`config.mk`:
```
export PLATFORM = sky130hd
export DESIGN_NAME = chpl_ram
export DESIGN_NICKNAME = d
export VERILOG_FILES = /design/src/hdl/chpl_ram.sv
export SDC_FILE = /design/constraint.sdc
export NUM_CORES = 2
export LEC_CHECK = 0
export BUFFER_PORTS_ARGS = -buffer_cell sky130_fd_sc_hd__clkbuf_2
export CAP_MARGIN = 20
export CORE_AREA = 8 8 421 423
export DETAILED_ROUTE_END_ITERATION = 6
export DIE_AREA = 0 0 429 431
export SYNTH_ARGS = -nofsm -noshare
export SYNTH_HDL_FRONTEND = slang
export SYNTH_SLANG_ARGS = --single-unit
export TNS_END_PERCENT = 50
```
`constraint.sdc`:
```
create_clock -name clk_i -period 3.9 [get_ports clk_i]
set_clock_uncertainty 0.2 [all_clocks]
set_input_delay 0.195 -clock clk_i [delete_from_list [all_inputs] [get_ports clk_i]]
set_output_delay 0.195 -clock clk_i [all_outputs]
set_load 0.05 [all_outputs]
```
`src/hdl/chpl_ram.sv`:
```
// generic simple dual-port ram, one write and one registered read port
// no dependencies
module chpl_ram #(
  parameter int WIDTH = 8,
  parameter int DEPTH = 256
) (
  input  logic                     clk_i,
  input  logic                     we_i,
  input  logic [$clog2(DEPTH)-1:0] waddr_i,
  input  logic [WIDTH-1:0]         wdata_i,
  input  logic                     re_i,
  input  logic [$clog2(DEPTH)-1:0] raddr_i,
  output logic [WIDTH-1:0]         rdata_o
);

  logic [WIDTH-1:0] mem_q [DEPTH];
  logic [WIDTH-1:0] rdata_q;

  // write port
  always_ff @(posedge clk_i) begin
    if (we_i) mem_q[waddr_i] <= wdata_i;
  end

  // registered read port
  always_ff @(posedge clk_i) begin
    if (re_i) rdata_q <= mem_q[raddr_i];
  end

  assign rdata_o = rdata_q;

endmodule
```
-- Word-level counts from Yosys, hierarchy flattened
Memory sizes are Yosys's and may differ from the RTL's. A register that Yosys moved wholly into a read port is not among the register bits.
Index checks and enable logic that the tools add are counted.
- input bits: 27
- memories: 1
- register bits after elaboration: 0
- output and inout bits: 8
- logic and storage cells: 3
- RAM bits: 2048
- memory list (memory ; words ; bits a word ; rd ports ; clocked after Yosys merged registers in ; wr ports ; RTL line ; text):
    mem_q ; 256 ; 8 ; 1 ; 1 ; 1 ; 16 ; logic [WIDTH-1:0] mem_q [DEPTH];
- muxes and demuxes: 2
- operators by type and width (kind ; count):
    1-bit two-way mux ; 2

-- Depth between registers and ports, before layout
- depth after elaboration: 2
- gate-level depth with buffers: 11

-- Least setup slack after synthesis
Ideal clock, no wire load.
- path kind: input to register
- from: input port raddr_i[0]
- to: register rdata_q[2], in the netlist rdata_o[2], read port of mem_q, data pin
- cell stages on the path: 9
- data arrival time: 2002 ps
- setup slack: 1429 ps
- library setup time: 269 ps
- cell sequence: buf_6 buf_12 buf_8 buf_2 mux4_2 a22oi_1 a21oi_1 nor4_1 nor4_2
- RTL lines (item ; RTL line ; text):
    start: declaration ; 12 ; input logic [$clog2(DEPTH)-1:0] raddr_i,
    end: declaration ; 17 ; logic [WIDTH-1:0] rdata_q;

==> out/qor.yml <==
run_status: "completed"
die_width_um: 429
post_synth_inst_count: 3733
grt_pass1_vias: 39551
first_pass_iters: 7
cts.sink_count: 2056
dr.first_iter.drc_count: 4663
synthDominantCellAreaShare_pct: 77.53
tightestPinTransition_ns: 1.294
timing_hold_violations_final: 0
holdWs_ns: 0.07975
largest_net_degree_at_the_start_of_global_routing: 151
synthesis.area_per_instance_um2: 21.33
cts_post_setup_buffers_inserted: 0
globalRouteMet3Util_pct: 4.331
critPathKind: "reg -> reg"
netlist_area_um2: 79640
global_route.usage.met1_pct: 31.37
place.port_buffers: 34
std_cell_rows: 152
top_level_ports: 35
ys_ff_latch: 2056
grt_antenna_before_repair: 8
path_cells: "mux4_2 > a22o_1 > a221oi_1 > buf_4 > o32ai_1 > nor3_1 > nor4_1"
cts_made_buffers: 204
die_h_um: 431
synthFlopType: "sky130_fd_sc_hd__edfxtp_1"
cell_with_the_most_instances_after_synthesis: "sky130_fd_sc_hd__edfxtp_1"
worst_ir_drop_vdd_uv: 501.2
setup.worst_path.end_class: "flip-flop"
via_count: 39543
final_max_slew_viol_count: 0
hold_path.class: "in -> reg"
globalRouteTotalUtil_pct: 21.79
final_critical_path_setup_slack_ns: 0.6559
achievable-frequency_mhz: 308.3
report.final.setup_viol: 0
multi_input_comb_area_um2: 16530
dpl.hpwl_um: 130100
fillCellCount: 13104
rsz_0062_raised_after_global_routing: "false"
power_leakage_nw: 28.39
nets: 4097
timing.critical_path.from_type: "flip-flop"
core_um2: 170600
cts_max_path_buffers: 3
storage_element_area_um2: 61740
synth.top_cells.by_area: "sky130_fd_sc_hd__edfxtp_1, sky130_fd_sc_hd__mux4_2, sky130_fd_sc_hd__mux2i_1"
crit_path_max_fanout: 1
dpl_worst_slack_ns: -0.1026
syn-num-nets: 3760
setup_tns_ns: 0
synth_common_cells: "sky130_fd_sc_hd__edfxtp_1, sky130_fd_sc_hd__mux4_2, sky130_fd_sc_hd__nor2_1, sky130_fd_sc_hd__mux2i_1, sky130_fd_sc_hd__a22oi_1"
drt_wl_total_um: 204500
clock_insertion_delay_worst_skew_ns: 0.85
clock_tree_from_tritoncts: "built"
power_density_nw_per_um2: 504.3
critical-path-max-stage-delay_ns: 0.82
route.detailed.drc: 0
min_period_over_period_pct: 83.18
max_cap_violations: 0
layout-area-overhead-vs-synth_pct: 13.94
worst_slew_margin_rel_pct: 13.73
floorplan.initialDensity_pct: 46.68
share_of_synthesized_area_occupied_by_flip_flops_and_latches_pct: 77.53
die_area_um2: 184900
post_route_cells_drive_above_1_share_pct: 25.99
gp_congestion: 0.8436
final_area_um2: 90730
most_crowded_layer_gr: "met2"
synth.distinct_cells: 54
worstPathRequired_ns: 4.24
grt_first_pass_wirelength_um: 292300
ys_async_sr_fraction_pct: 0
period_minus_slack_ns: 3.244
routed_wire_length_per_instance_um: 31.62
cts_max_level: 4
yosys.area.top_type: "sky130_fd_sc_hd__edfxtp_1"
cts.clk_slew.worst_paths_ns: 0.06
critical_path.slowest_cell: "sky130_fd_sc_hd__nor3_1"
synthesis.yosys.warnings: 0
final_antenna_net_count: 0
synth_enable_flop_cells: 2056
critical_path_arrival_ns: 3.58
dpl-instance-area_um2: 84130
cts_root_buffer: "sky130_fd_sc_hd__clkbuf_16"
globalRoute.totalOverflow: 0
detail_route.vias_per_cell: 6.113
gr-usage-met2_pct: 34.52
-- cell type report --
cell class                 instances  share of cell area, %
multi-input combinational       1442                  18.21
tap                             2233                  3.079
antenna                            7                0.01931
sequential                      2056                  68.04
clock buffer                     250                  5.840
inverter                           2               0.008274
timing repair buffer             364                  3.558
clock inverter                   115                  1.237
-- state kept, by name, indices dropped and copies added, names as in the netlist --
register	cells
mem_q	2048
rdata_o	8
-- worst max-delay path, delay by kind of cell, from the launching register on --
kind	cells	cell delay (ns)
flip-flops	1	0.39
AND/OR/NAND/NOR	2	0.97
buffers and inverters	1	0.18
multiplexers	1	0.49
AO/OA/AOI/OAI	3	0.73
-- final timing paths --
check	endpoint	cells past startpoint	from	slack (ns)
max reg2reg	rdata_o[3]	7	mem_q[83][3]	0.66
min reg2reg	rdata_o[5]	7	mem_q[33][5]	1.00
min	mem_q[213][7]	5	waddr_i[6]	0.08
max	rdata_o[3]	7	mem_q[83][3]	0.66
-- metal layers --
| layer | vias up | wire length, um |
|---|---|---|
| li1 | 16381 | - |
| met5 | - | 13 |
| met3 | 295 | 16710 |
| met1 | 21192 | 85430 |
| met4 | 2 | 5468 |
| met2 | 1673 | 96920 |
-- metrics by stage --
stage               total power (W)  util [%]  cells
floorplan                   0.02607         -   3733
global placement            0.02720     49.29   6078
detailed placement          0.02724     49.31   6080
CTS                         0.04607     53.18   6462
global route                0.04698     53.18   6462
finish                      0.04575     53.19   6469
-- report_power, final --
group	internal, W	switching, W
clock network	0.0107	0.00826
logic	0.000837	0.00154
registers	0.0244	0.0000218
total	0.0359	0.00982
-- placed cells by master (no fill, tap or decap), types with 7 or more instances in the layout --
| master | count |
|---|---|
| sky130_fd_sc_hd__edfxtp_1 | 2056 |
| sky130_fd_sc_hd__mux4_2 | 454 |
| sky130_fd_sc_hd__buf_4 | 281 |
| sky130_fd_sc_hd__nor2_1 | 279 |
| sky130_fd_sc_hd__clkbuf_16 | 205 |
| sky130_fd_sc_hd__mux2i_1 | 134 |
| sky130_fd_sc_hd__a22oi_1 | 133 |
| sky130_fd_sc_hd__a21oi_1 | 96 |
| sky130_fd_sc_hd__clkinv_1 | 50 |
| sky130_fd_sc_hd__o221ai_1 | 46 |
| sky130_fd_sc_hd__clkbuf_1 | 45 |
| sky130_fd_sc_hd__nand2_1 | 33 |
| sky130_fd_sc_hd__clkinv_2 | 33 |
| sky130_fd_sc_hd__buf_12 | 33 |
| sky130_fd_sc_hd__o22ai_1 | 28 |
| sky130_fd_sc_hd__nor2b_1 | 28 |
| sky130_fd_sc_hd__nand3_1 | 28 |
| sky130_fd_sc_hd__nor4_1 | 23 |
| sky130_fd_sc_hd__nor3_1 | 22 |
| sky130_fd_sc_hd__clkbuf_2 | 22 |
| sky130_fd_sc_hd__dlygate4sd3_1 | 17 |
| sky130_fd_sc_hd__a211oi_1 | 16 |
| sky130_fd_sc_hd__bufinv_16 | 16 |
| sky130_fd_sc_hd__a221oi_1 | 13 |
| sky130_fd_sc_hd__nand4_1 | 10 |
| sky130_fd_sc_hd__o211ai_1 | 10 |
| sky130_fd_sc_hd__o21ai_0 | 10 |
| sky130_fd_sc_hd__buf_8 | 10 |
| sky130_fd_sc_hd__nand2b_1 | 8 |
| sky130_fd_sc_hd__a22o_1 | 8 |
| sky130_fd_sc_hd__diode_2 | 7 |
-- logic make-up after synthesis --
family | Yosys count | synth area share, %
muxes | 591 | 14.60
AOI/OAI and AO/OA | 385 | 3.416
buffers and inverters | 235 | 1.829
and+or+nand+nor | 466 | 2.625
DFF | 2056 | 77.53
-- repair_timing --
item	4_1_cts	5_1_grt
hold buffers	17	0
resized for setup	0	0
endpoints found under the hold margin	1480	0
Power figures use the tool's default switching activity.
